===== config.mk =====
export PLATFORM = sky130hd
export DESIGN_NAME = outlier_rejecting_batch_average
export DESIGN_NICKNAME = d
export VERILOG_FILES = /design/src/hw/rtl/olbavg_pkg.sv /design/src/hw/rtl/olbavg_div.sv /design/src/hw/rtl/outlier_rejecting_batch_average.sv
export SDC_FILE = /design/constraint.sdc
export NUM_CORES = 2
export LEC_CHECK = 0
export ABC_AREA = 1
export ABC_CLOCK_PERIOD_IN_PS = 6700
export BUFFER_PORTS_ARGS = -buffer_cell sky130_fd_sc_hd__clkbuf_2
export CAP_MARGIN = 0
export CORE_ASPECT_RATIO = 0.9
export CORE_UTILIZATION = 40
export CTS_CLUSTER_SIZE = 40
export DETAILED_ROUTE_END_ITERATION = 10
export PLACE_DENSITY = 0.62
export SYNTH_ARGS = -nofsm -noshare
export SYNTH_HDL_FRONTEND = slang
export SYNTH_SLANG_ARGS = --single-unit

===== constraint.sdc =====
create_clock -name clk -period 6.7 [get_ports clk]
set_input_delay 0.335 -clock clk [delete_from_list [all_inputs] [get_ports clk]]
set_output_delay 0.335 -clock clk [all_outputs]
set_load 0.02 [all_outputs]

===== src/hw/rtl/olbavg_pkg.sv =====
// ----------------------------------------------------------------------------
// olbavg_pkg
// Shared widths, codes and helpers for the outlier-rejecting batch average.
// ----------------------------------------------------------------------------
package olbavg_pkg;

    localparam int STORE_DEPTH_DEF = 64;

    localparam int SAMPLE_W = 32;
    localparam int TEMP_W   = 16;
    localparam int COUNT_W  = 16;
    localparam int SUM_W    = 48;
    localparam int TSUM_W   = 32;
    localparam int BAND_W   = 31;
    localparam int MODE_W   = 2;
    localparam int WIDE_W   = SAMPLE_W + 2;

    localparam logic [BAND_W-1:0]  BAND_RESET = BAND_W'(39146);
    localparam logic [COUNT_W-1:0] COUNT_MAX  = '1;

    // input stream layout
    localparam int IN_DATA_W = SAMPLE_W + 2 * TEMP_W;
    localparam int IN_USER_W = MODE_W + 1;

    // shared divider: unsigned, one quotient bit per cycle
    localparam int DIV_NW = SUM_W;
    localparam int DIV_DW = COUNT_W;
    localparam int DIV_CW = $clog2(DIV_NW);

    typedef logic [MODE_W-1:0] mode_t;

    localparam mode_t MODE_IDLE = 2'd0;
    localparam mode_t MODE_ACC  = 2'd1;
    localparam mode_t MODE_FIN  = 2'd2;

    function automatic int kept_w(int depth);
        return $clog2(depth + 1);
    endfunction

    function automatic int out_w(int depth);
        return ((2 * SAMPLE_W + kept_w(depth) + COUNT_W + 2 * TEMP_W + 7) / 8) * 8;
    endfunction

endpackage


===== src/hw/rtl/olbavg_div.sv =====
// ----------------------------------------------------------------------------
// olbavg_div
// Restoring unsigned divider, one quotient bit per cycle, shared by all
// divisions of a batch result.
// ----------------------------------------------------------------------------
module olbavg_div (
    input  logic                        clk,
    input  logic                        rst_n,
    input  logic                        start,
    input  logic [olbavg_pkg::DIV_NW-1:0] dividend,
    input  logic [olbavg_pkg::DIV_DW-1:0] divisor,
    output logic                        done,
    output logic [olbavg_pkg::DIV_NW-1:0] quotient
);
    import olbavg_pkg::*;

    logic              busy_reg;
    logic              done_reg;
    logic [DIV_CW-1:0] step_reg;
    logic [DIV_NW-1:0] quo_reg;
    logic [DIV_DW-1:0] rem_reg;
    logic [DIV_DW-1:0] dvs_reg;

    logic [DIV_DW:0]   trial;
    logic [DIV_DW:0]   diff;
    logic              fits;

    assign trial = {rem_reg, quo_reg[DIV_NW-1]};
    assign diff  = trial - {1'b0, dvs_reg};
    assign fits  = trial >= {1'b0, dvs_reg};

    always_ff @(posedge clk or negedge rst_n)
    begin
        if (!rst_n)
        begin
            busy_reg <= 1'b0;
            done_reg <= 1'b0;
            step_reg <= '0;
        end
        else
        begin
            done_reg <= 1'b0;
            if (start)
            begin
                busy_reg <= 1'b1;
                step_reg <= '0;
            end
            else if (busy_reg)
            begin
                step_reg <= step_reg + 1'b1;
                if (step_reg == DIV_CW'(DIV_NW - 1))
                begin
                    busy_reg <= 1'b0;
                    done_reg <= 1'b1;
                end
            end
        end
    end

    always_ff @(posedge clk)
    begin
        if (start)
        begin
            quo_reg <= dividend;
            rem_reg <= '0;
            dvs_reg <= divisor;
        end
        else if (busy_reg)
        begin
            quo_reg <= {quo_reg[DIV_NW-2:0], fits};
            // remainder stays below the divisor, so the top trial bit drops
            rem_reg <= fits ? diff[DIV_DW-1:0] : trial[DIV_DW-1:0];
        end
    end

    assign done     = done_reg;
    assign quotient = quo_reg;

endmodule


===== src/hw/rtl/outlier_rejecting_batch_average.sv =====
// ----------------------------------------------------------------------------
// outlier_rejecting_batch_average
// Batch mean of Q8.24 samples, trimmed to a band around the plain mean,
// with truncated temperature averages.
// ----------------------------------------------------------------------------
//  channel  | direction | tdata (low bit up)                      | tuser
//  s_axis   | in        | sample_value, temp_first, temp_second   | mode, batch_kind
//  m_axis   | out       | plain_mean, trimmed_mean, kept_count,   | result_kind
//           |           | sample_count, temp_first_avg,           |
//           |           | temp_second_avg, zero fill              |
//  cfg      | in        | band_half_width on cfg_we               | -
//
//  accumulate and clear transactions leave the input ready.
//  a finish transaction makes three passes of the shared divider, four when
//  more than one sample is kept, plus a scan of min(n, STORE_DEPTH) stored
//  samples with one store read per cycle.
//  a result waits in the output register; a second finish is taken but holds
//  the input stalled in its last state until that register is free.
//  rst_n clears the sums and counters; the sample store is not cleared.
// ----------------------------------------------------------------------------
module outlier_rejecting_batch_average #(
    parameter int STORE_DEPTH = olbavg_pkg::STORE_DEPTH_DEF
) (
    input  logic                                    clk,
    input  logic                                    rst_n,
    // sample_value, temp_first, temp_second
    input  logic [olbavg_pkg::IN_DATA_W-1:0]        s_tdata,
    // mode, batch_kind
    input  logic [olbavg_pkg::IN_USER_W-1:0]        s_tuser,
    input  logic                                    s_tvalid,
    output logic                                    s_tready,
    // plain_mean, trimmed_mean, kept_count, sample_count,
    // temp_first_avg, temp_second_avg, zero fill
    output logic [olbavg_pkg::out_w(STORE_DEPTH)-1:0] m_tdata,
    // result_kind
    output logic                                    m_tuser,
    output logic                                    m_tvalid,
    input  logic                                    m_tready,
    input  logic                                    cfg_we,
    input  logic [olbavg_pkg::BAND_W-1:0]           cfg_wdata
);
    import olbavg_pkg::*;

    localparam int AW     = $clog2(STORE_DEPTH);
    localparam int CW     = kept_w(STORE_DEPTH);
    localparam int KSUM_W = SAMPLE_W + CW;
    localparam int OUT_W  = out_w(STORE_DEPTH);
    localparam int PAD_W  = OUT_W - (2 * SAMPLE_W + CW + COUNT_W + 2 * TEMP_W);

    localparam logic [3:0] S_IDLE      = 4'd0;
    localparam logic [3:0] S_MEAN_GO   = 4'd1;
    localparam logic [3:0] S_MEAN_WAIT = 4'd2;
    localparam logic [3:0] S_BAND      = 4'd3;
    localparam logic [3:0] S_SCAN      = 4'd4;
    localparam logic [3:0] S_TRIM_GO   = 4'd5;
    localparam logic [3:0] S_TRIM_WAIT = 4'd6;
    localparam logic [3:0] S_T1_GO     = 4'd7;
    localparam logic [3:0] S_T1_WAIT   = 4'd8;
    localparam logic [3:0] S_T2_GO     = 4'd9;
    localparam logic [3:0] S_T2_WAIT   = 4'd10;
    localparam logic [3:0] S_DONE      = 4'd11;

    // input fields
    mode_t                in_mode;
    logic [SAMPLE_W-1:0]  in_sample;
    logic [TEMP_W-1:0]    in_t1;
    logic [TEMP_W-1:0]    in_t2;

    assign in_mode   = s_tuser[MODE_W-1:0];
    assign in_sample = s_tdata[SAMPLE_W-1:0];
    assign in_t1     = s_tdata[SAMPLE_W +: TEMP_W];
    assign in_t2     = s_tdata[SAMPLE_W + TEMP_W +: TEMP_W];

    logic [3:0]               state_reg;
    logic [3:0]               state_next;
    logic [BAND_W-1:0]        band_reg;
    logic signed [SUM_W-1:0]  sum_reg;
    logic [TSUM_W-1:0]        t1sum_reg;
    logic [TSUM_W-1:0]        t2sum_reg;
    logic [COUNT_W-1:0]       count_reg;
    logic [AW-1:0]            wr_ptr_reg;
    logic                     kind_reg;
    logic                     neg_reg;
    logic signed [SAMPLE_W-1:0] mean_reg;
    logic signed [SAMPLE_W-1:0] trim_reg;
    logic [TEMP_W-1:0]        t1avg_reg;
    logic [TEMP_W-1:0]        t2avg_reg;
    logic signed [WIDE_W-1:0] lo_reg;
    logic signed [WIDE_W-1:0] hi_reg;
    logic [CW-1:0]            scan_idx_reg;
    logic                     rd_vld_reg;
    logic [SAMPLE_W-1:0]      rd_data_reg;
    logic signed [KSUM_W-1:0] ksum_reg;
    logic [CW-1:0]            kept_reg;
    logic                     out_vld_reg;
    logic [OUT_W-1:0]         out_data_reg;
    logic                     out_kind_reg;

    logic [SAMPLE_W-1:0]      store_mem [STORE_DEPTH];

    logic accept;
    logic absorb;
    logic clear_in;
    logic out_free;
    logic issue;
    logic rd_en;
    logic in_band;
    logic [CW-1:0] scan_n;
    logic signed [WIDE_W-1:0] rd_wide;

    // shared divider
    logic                div_start;
    logic [DIV_NW-1:0]   div_num;
    logic [DIV_DW-1:0]   div_den;
    logic                div_neg;
    logic                div_done;
    logic [DIV_NW-1:0]   div_quo;
    logic [DIV_NW-1:0]   div_signed;

    assign s_tready = (state_reg == S_IDLE);
    assign accept   = s_tvalid && s_tready;
    assign absorb   = accept && (in_mode inside {MODE_ACC, MODE_FIN})
                      && (count_reg != COUNT_MAX);
    assign clear_in = accept && !(in_mode inside {MODE_ACC, MODE_FIN});
    assign out_free = !out_vld_reg || m_tready;

    assign scan_n  = (count_reg < COUNT_W'(STORE_DEPTH)) ? count_reg[CW-1:0]
                                                        : CW'(STORE_DEPTH);
    assign issue   = scan_idx_reg < scan_n;
    assign rd_en   = (state_reg == S_SCAN) && issue;
    assign rd_wide = WIDE_W'($signed(rd_data_reg));
    assign in_band = (rd_wide > lo_reg) && (rd_wide < hi_reg);

    always_comb
    begin
        div_start = 1'b0;
        div_num   = '0;
        div_den   = count_reg;
        div_neg   = 1'b0;
        case (state_reg)
            S_MEAN_GO:
            begin
                div_start = 1'b1;
                div_neg   = sum_reg < 0;
                div_num   = div_neg ? DIV_NW'(-sum_reg) : DIV_NW'(sum_reg);
            end
            S_TRIM_GO:
            begin
                div_start = 1'b1;
                div_neg   = ksum_reg < 0;
                div_num   = div_neg ? DIV_NW'(-ksum_reg) : DIV_NW'(ksum_reg);
                div_den   = DIV_DW'(kept_reg);
            end
            S_T1_GO:
            begin
                div_start = 1'b1;
                div_num   = DIV_NW'(t1sum_reg);
            end
            S_T2_GO:
            begin
                div_start = 1'b1;
                div_num   = DIV_NW'(t2sum_reg);
            end
            default:
            begin
                div_start = 1'b0;
            end
        endcase
    end

    assign div_signed = neg_reg ? (~div_quo + 1'b1) : div_quo;

    olbavg_div u_div (
        .clk      (clk),
        .rst_n    (rst_n),
        .start    (div_start),
        .dividend (div_num),
        .divisor  (div_den),
        .done     (div_done),
        .quotient (div_quo)
    );

    always_comb
    begin
        state_next = state_reg;
        case (state_reg)
            S_IDLE:
                if (accept && in_mode == MODE_FIN)
                    state_next = S_MEAN_GO;
            S_MEAN_GO:   state_next = S_MEAN_WAIT;
            S_MEAN_WAIT: if (div_done) state_next = S_BAND;
            S_BAND:      state_next = S_SCAN;
            S_SCAN:
                if (!issue && !rd_vld_reg)
                    state_next = (kept_reg > CW'(1)) ? S_TRIM_GO : S_T1_GO;
            S_TRIM_GO:   state_next = S_TRIM_WAIT;
            S_TRIM_WAIT: if (div_done) state_next = S_T1_GO;
            S_T1_GO:     state_next = S_T1_WAIT;
            S_T1_WAIT:   if (div_done) state_next = S_T2_GO;
            S_T2_GO:     state_next = S_T2_WAIT;
            S_T2_WAIT:   if (div_done) state_next = S_DONE;
            S_DONE:      if (out_free) state_next = S_IDLE;
            default:     state_next = S_IDLE;
        endcase
    end

    // control and batch state
    always_ff @(posedge clk or negedge rst_n)
    begin
        if (!rst_n)
        begin
            state_reg    <= S_IDLE;
            band_reg     <= BAND_RESET;
            sum_reg      <= '0;
            t1sum_reg    <= '0;
            t2sum_reg    <= '0;
            count_reg    <= '0;
            wr_ptr_reg   <= '0;
            scan_idx_reg <= '0;
            rd_vld_reg   <= 1'b0;
            kept_reg     <= '0;
            ksum_reg     <= '0;
            out_vld_reg  <= 1'b0;
        end
        else
        begin
            state_reg <= state_next;
            if (cfg_we)
                band_reg <= cfg_wdata;

            if (absorb)
            begin
                sum_reg    <= sum_reg + SUM_W'($signed(in_sample));
                t1sum_reg  <= t1sum_reg + TSUM_W'(in_t1);
                t2sum_reg  <= t2sum_reg + TSUM_W'(in_t2);
                count_reg  <= count_reg + 1'b1;
                wr_ptr_reg <= (wr_ptr_reg == AW'(STORE_DEPTH - 1)) ? '0
                                                                   : wr_ptr_reg + 1'b1;
            end
            else if (clear_in || (state_reg == S_DONE && out_free))
            begin
                sum_reg    <= '0;
                t1sum_reg  <= '0;
                t2sum_reg  <= '0;
                count_reg  <= '0;
                wr_ptr_reg <= '0;
            end

            if (state_reg == S_BAND)
            begin
                scan_idx_reg <= '0;
                kept_reg     <= '0;
                ksum_reg     <= '0;
            end
            else if (state_reg == S_SCAN)
            begin
                if (issue)
                    scan_idx_reg <= scan_idx_reg + 1'b1;
                if (rd_vld_reg && in_band)
                begin
                    ksum_reg <= ksum_reg + KSUM_W'($signed(rd_data_reg));
                    kept_reg <= kept_reg + 1'b1;
                end
            end
            rd_vld_reg <= rd_en;

            if (state_reg == S_DONE && out_free)
                out_vld_reg <= 1'b1;
            else if (m_tready)
                out_vld_reg <= 1'b0;
        end
    end

    // datapath results
    always_ff @(posedge clk)
    begin
        if (accept && in_mode == MODE_FIN)
            kind_reg <= s_tuser[MODE_W];
        if (div_start)
            neg_reg <= div_neg;
        if (state_reg == S_MEAN_WAIT && div_done)
            mean_reg <= $signed(div_signed[SAMPLE_W-1:0]);
        if (state_reg == S_BAND)
        begin
            lo_reg <= WIDE_W'(mean_reg) - $signed(WIDE_W'(band_reg));
            hi_reg <= WIDE_W'(mean_reg) + $signed(WIDE_W'(band_reg));
        end
        if (state_reg == S_SCAN && !issue && !rd_vld_reg)
            trim_reg <= mean_reg;
        if (state_reg == S_TRIM_WAIT && div_done)
            trim_reg <= $signed(div_signed[SAMPLE_W-1:0]);
        if (state_reg == S_T1_WAIT && div_done)
            t1avg_reg <= div_quo[TEMP_W-1:0];
        if (state_reg == S_T2_WAIT && div_done)
            t2avg_reg <= div_quo[TEMP_W-1:0];
        if (state_reg == S_DONE && out_free)
        begin
            out_data_reg <= {{PAD_W{1'b0}}, t2avg_reg, t1avg_reg, count_reg,
                             kept_reg, trim_reg, mean_reg};
            out_kind_reg <= kind_reg;
        end
    end

    // sample store, one write and one registered read port
    always_ff @(posedge clk)
    begin
        if (absorb)
            store_mem[wr_ptr_reg] <= in_sample;
        if (rd_en)
            rd_data_reg <= store_mem[scan_idx_reg[AW-1:0]];
    end

    assign m_tvalid = out_vld_reg;
    assign m_tdata  = out_data_reg;
    assign m_tuser  = out_kind_reg;

endmodule


## Word level (Yosys, flattened, before mapping)

Memories as Yosys holds them, arrays and structs flattened. A register that Yosys moved wholly into a read port is not among the register bits.
Index checks and enable logic that the tools add are counted.

- Flip-flop bits (word level): 598
- RAM bits: 2048
- Input bits: 103
- Output and inout bits: 123
- Logic and storage cells: 165
- Memories kept: 1

Memory list:

| memory | depth | bits a word | read ports | clocked after memory_dff | wr ports | RTL line | source |
|---|---|---|---|---|---|---|---|
| store_mem | 64 | 32 | 1 | 1 | 1 | outlier_rejecting_batch_average.sv:99 | `logic [SAMPLE_W-1:0] store_mem [STORE_DEPTH];` |

- Add/sub/neg operators: 15
- Order comparisons: 8
- Equal/unequal tests: 23
- Muxes and demuxes: 53
- Bitwise gates (word level): 1
- Reductions and logical operators: 35

Operators by type and width:

| operator | number |
|---|---|
| 48-bit two-way mux | 6 |
| 32-bit two-way mux | 6 |
| 48-bit one-hot mux with 4 select lines | 1 |
| 39-bit two-way mux | 3 |
| 32-bit by 16-bit adder with 32-bit output | 2 |
| 7-bit two-way mux | 8 |
| 48-bit by 32-bit adder with 48-bit output | 1 |
| 48-bit by 1-bit less-than comparator with 1-bit output (second input constant) | 1 |
| 16-bit two-way mux | 3 |
| 39-bit negator with 48-bit output | 1 |
| 48-bit negator | 1 |
| 4-bit one-hot mux with 12 select lines | 1 |
| 39-bit by 32-bit adder with 39-bit output | 1 |
| 39-bit by 1-bit less-than comparator with 1-bit output (second input constant) | 1 |
| 32-bit by 34-bit > comparator with 1-bit output | 1 |
| 32-bit by 34-bit less-than comparator with 1-bit output | 1 |
| 32-bit by 32-bit adder with 33-bit output | 1 |
| 32-bit by 32-bit subtractor with 33-bit output | 1 |
| 32-bit by 1-bit adder with 32-bit output (second input constant) | 1 |
| 32-bit NOT | 1 |
| 6-bit two-way mux | 5 |
| 4-bit two-way mux | 7 |
| 17-bit by 16-bit >= comparator with 1-bit output | 1 |
| 16-bit by 1-bit adder with 16-bit output (second input constant) | 1 |
| 27 further kinds | 79 |

## Logic depth before layout (Yosys ltp)

- Depth in word-level cells: 8
- Gate-level depth with buffers: 18

## Modules after synthesis

A second synthesis with hierarchy kept.

- Cells, all modules: 10908
- Area total of the unflattened synthesis: 122145.9 µm²

Modules (own cells, without submodules):

| module | times used | cells each | area each (µm²) |
|---|---|---|---|
| outlier_rejecting_batch_average | 1 | 10325 | 117370.1 |
| olbavg_div | 1 | 583 | 4775.8 |

## Worst setup path after synthesis

Ideal clock, no wire load.

- Kind: flip-flop to flip-flop
- Start point: register state_reg[2]
- End point: register count_reg[5]
- Data arrival time: 6829 ps
- Slack: -269 ps
- Cell stages (with the launch flop): 10
- Path buffers: 1
- Period minus slack after synthesis: 6969 ps
- Cell sequence: dfrtp_1 inv_1 nand2_1 inv_1 nand2_1 nor2_1 a31oi_1 nand2_4 clkbuf_1 o32ai_1

- Longest elaborated chain between the ends: 5

RTL lines:

| what | RTL line | source |
|---|---|---|
| start, declared | outlier_rejecting_batch_average.sv:74 | `logic [3:0] state_reg;` |
| start signal, assigned | outlier_rejecting_batch_average.sv:227 | `state_reg <= state_next;` |
| 4-bit zero test | outlier_rejecting_batch_average.sv:120 | `assign s_tready = (state_reg == S_IDLE);` |
| 1-bit logical AND | outlier_rejecting_batch_average.sv:121 | `assign accept = s_tvalid && s_tready;` |
| 1-bit logical AND, on equally long branches | outlier_rejecting_batch_average.sv:122, outlier_rejecting_batch_average.sv:124 |  |
| 1-bit logical AND or 1-bit logical OR (tied branches) | outlier_rejecting_batch_average.sv:123, outlier_rejecting_batch_average.sv:240 |  |
| 16-bit two-way mux or 2-bit nonzero test (tied branches) | - |  |
| end signal, assigned | outlier_rejecting_batch_average.sv:236 | `count_reg <= count_reg + 1'b1;` |
| end, declared | outlier_rejecting_batch_average.sv:80 | `logic [COUNT_W-1:0] count_reg;` |

Parallel ways exist; a longest one is shown, timed or not.
A chain may end at the register's enable or synchronous reset.

## Worst setup path after layout

- Start point: register count_reg[1]
- End point: memory store_mem[47][3], enable pin

- Longest elaborated chain between the ends: 4

RTL lines:

| what | RTL line | source |
|---|---|---|
| 16-bit inequality test | outlier_rejecting_batch_average.sv:123 | `&& (count_reg != COUNT_MAX);` |
| 1-bit logical AND | outlier_rejecting_batch_average.sv:123 |  |
| 1-bit two-way mux | outlier_rejecting_batch_average.sv:307 | `if (absorb)` |
| 1-bit two-way mux (implied by the code) | outlier_rejecting_batch_average.sv:308 | `store_mem[wr_ptr_reg] <= in_sample;` |
| end, declared | outlier_rejecting_batch_average.sv:99 |  |

Every way passes these cells.

==> results.json <==
{
  "combPwrFrac_pct": 33.1,
  "die_x_microns": 583,
  "crit_required_ps": 7140,
  "synth_edf_count": 2427,
  "grt_pass1_vias": 84600,
  "numCtsBuffers": 285,
  "grt_max_degree": 179,
  "async_reset_ff_share_pct": 8.67,
  "drt_iter0_markers": 11800,
  "dp_hpwl_mm": 261,
  "place_congestion": 0.959,
  "setup_viol": 0,
  "drc_errors": 0,
  "drive_gt1_share_pct": 8.03,
  "via_count": 90300,
  "layout.filler_cells": 27600,
  "synthToLayoutAreaGrowth_pct": 12.6,
  "final_cell_mix": "edfxtp_1, nor2_1, nand2_1",
  "fp.dieArea_sq_mm": 0.306,
  "status": "complete, no violations",
  "cts-resized-gates": 0,
  "die_y_microns": 525,
  "period_share_pct": 68.6,
  "swShare_pct": 39.0,
  "max-cap-violations": 0,
  "reg2regPathDepth": 12,
  "p_per_area_mw_per_mm2": 396,
  "antenna_found_initial": 28,
  "relSlewSlack_pct": 3.18,
  "postSynthNetCount": 11600,
  "viasPerCell": 5.78,
  "p_switching_uw": 21100,
  "crit_path_start_kind": "flop",
  "synth_cell_type_count": 65,
  "grt_pass1_wl_mm": 577,
  "cp-end-kind": "flop",
  "synth.avg_cell_area_sq_um": 10.9,
  "port_buffers": 224,
  "final_antenna_net_count": 0,
  "cts_htree_levels": 5,
  "pin_count": 226,
  "cts_root_buf": "clkbuf_16",
  "worst_clock_skew_ps": 86.9,
  "fin_nets": 11700,
  "regArea_sq_mm": 0.0790,
  "cts_buffer_depth": 4,
  "crit_start": "count_reg[1]$_DFFE_PN0P_",
  "wl_per_cell_microns": 25.7,
  "crit_type": "flop to flop",
  "cp_max_fo": 32,
  "pre_cts_ws_ps": 2230,
  "period_minus_slack_ps": 4590,
  "hold-worst-slack_ps": 20.9,
  "ys_seq_elements": 2675,
  "leakage_uw": 0.0488,
  "overflow": 0,
  "max_flop_register": "store_mem",
  "intPower_uw": 33000,
  "multi_input_area_sq_mm": 0.0378,
  "postSynthCellCount": 11200,
  "cts_tree": "yes",
  "routed_wl_mm": 401,
  "track_usage_pct": 25.4,
  "clock_sinks": 2675,
  "yosysWarnings": 0,
  "fmaxAchievable_mhz": 218,
  "path_clk_slew_ps": 70,
  "final_common_cell": "edfxtp_1",
  "start_util_pct": 40.3,
  "setup_ws_ps": 2110,
  "ys.flop_type": "edfxtp_1",
  "r2r_setup_slack_ps": 2110,
  "ir_drop_mv": 0.348,
  "hold_path_class": "input port to asynchronous set/reset pin",
  "clkPwrFrac_pct": 28.7,
  "core_area_sq_mm": 0.301,
  "rsz0062_at_grt": "no",
  "tightestPinTransition_ps": 1450,
  "dr.pass1.iters": 6,
  "yosysSeqAreaShare_pct": 65.1,
  "r2r-start": "count_reg[1]$_DFFE_PN0P_",
  "r2r_end": "store_mem[47][3]$_DFFE_PP_",
  "largest_register_ffs": 2048,
  "fin_setup_tns_ps": 0,
  "synth_area_sq_mm": 0.121,
  "cp_data_arrival_time_ps": 5040,
  "insertion_delay_ps": 910,
  "placed_area_sq_mm": 0.127,
  "hold_viol": 0,
  "final_area_sq_mm": 0.137,
  "rows": 191,
  "seq_power_share_pct": 38.3,
  "slew_violations": 0
}
==> routing by layer <==
metal  vias up  track usage (%)  wire [microns]
li1      40500                -               -
met1     44400             36.1          167000
met2      4758             38.6          177000
met3       714             4.84           40400
met4        12             9.61           16700
met5         -                0              77
==> power by group through the flow <==
stage	Combinational, uW	Sequential, uW	Clock [uW]
5_1_grt	19400	20700	16200
2_1_floorplan	11100	20300	0
3_3_place_gp	17200	20900	0
4_1_cts	17500	20600	15600
6_report	17900	20700	15500
3_5_place_dp	17400	21000	0
==> how the worst max path moves through the flow <==
stage	to	slack, ps	cells after the start
floorplan	count_reg[5]$_DFFE_PN0P_	1860	9
global placement	store_mem[47][31]$_DFFE_PP_	2250	12
detailed placement	store_mem[47][31]$_DFFE_PP_	2230	12
CTS	store_mem[47][3]$_DFFE_PP_	2210	12
finish	store_mem[47][3]$_DFFE_PP_	2110	12
global route	store_mem[47][19]$_DFFE_PP_	2000	12
==> worst max-delay path: stages (launching register included) <==
cell and delay, ps:
dfrtp_1 440, ha_1 220, nand2_1 110, inv_2 50, nand3_2 90, nor3_2 60
nand2_1 80, clkinv_1 90, nand3_2 90, nand2_4 240, nor2_1 420, nand2_1 930
nor2_4 1280
==> synthesized netlist by cell type (13+ instances only) <==
| cell | number | area, sq um |
|---|---|---|
| o21bai_1 | 35 | 263 |
| dfxtp_1 | 16 | 320 |
| dfrtp_1 | 224 | 5610 |
| xnor2_1 | 25 | 219 |
| clkbuf_1 | 334 | 1250 |
| buf_1 | 22 | 82.6 |
| buf_2 | 175 | 876 |
| a221oi_1 | 13 | 114 |
| a31oi_1 | 22 | 138 |
| edfxtp_1 | 2427 | 72900 |
| nand2_1 | 1573 | 5900 |
| a21oi_1 | 394 | 1970 |
| nand3_1 | 636 | 3180 |
| o21ai_0 | 1407 | 7040 |
| o22ai_2 | 20 | 250 |
| nand4_1 | 128 | 801 |
| or2_2 | 16 | 100 |
| o22ai_1 | 358 | 2240 |
| xor2_1 | 124 | 1090 |
| o21a_1 | 15 | 113 |
| o21ai_1 | 31 | 155 |
| o221ai_1 | 194 | 1700 |
| nor4_1 | 31 | 194 |
| o211ai_1 | 80 | 601 |
| nand3b_1 | 40 | 300 |
| nor3_1 | 86 | 430 |
| ha_1 | 276 | 3450 |
| nor2_1 | 1648 | 6190 |
| buf_4 | 17 | 128 |
| inv_1 | 694 | 2610 |
| a21o_1 | 17 | 128 |
==> kinds of logic (layout without fill, tap and decap cells) <==
group / Yosys count / in the layout / share of synthesized area, %
adders and majority gates: 283 / 283 / 2.96
xor gates and xnor gates: 149 / 149 / 1.08
buffers and inverters: 1266 / 1638 / 4.20
AOI/OAI and AO/OA: 2623 / 2623 / 12.4
other: 1 / 8 / 0.00309
and+or+nand+nor: 4185 / 4185 / 14.3
muxes: 1 / 1 / 0.00928
DFF: 2675 / 2675 / 65.1
==> through the flow <==
step                      std cells  utilization (%)  power [uW]
after detailed placement      15000             42.1       38400
after global placement        15000             42.1       38100
after CTS                     15600             45.3       53800
after global routing          15600             45.3       56400
final                         15600             45.3       54000
after floorplan               11200                -       31500
==> what timing repair did <==
action / CTS / global route
setup buffers: 0 / 0
hold buffers: 63 / 0
endpoints found under the hold margin: 184 / 0
==> final cells by class <==
| type | count | share of cell area [%] |
|---|---|---|
| sequential | 2675 | 57.9 |
| inverter | 710 | 1.97 |
| timing repair buffer | 427 | 2.21 |
| multi-input combinational | 7242 | 27.7 |
| antenna | 7 | 0.0128 |
| clock buffer | 348 | 5.56 |
| tap | 4053 | 3.71 |
| clock inverter | 153 | 0.996 |
(Power assumes the default switching activity.)
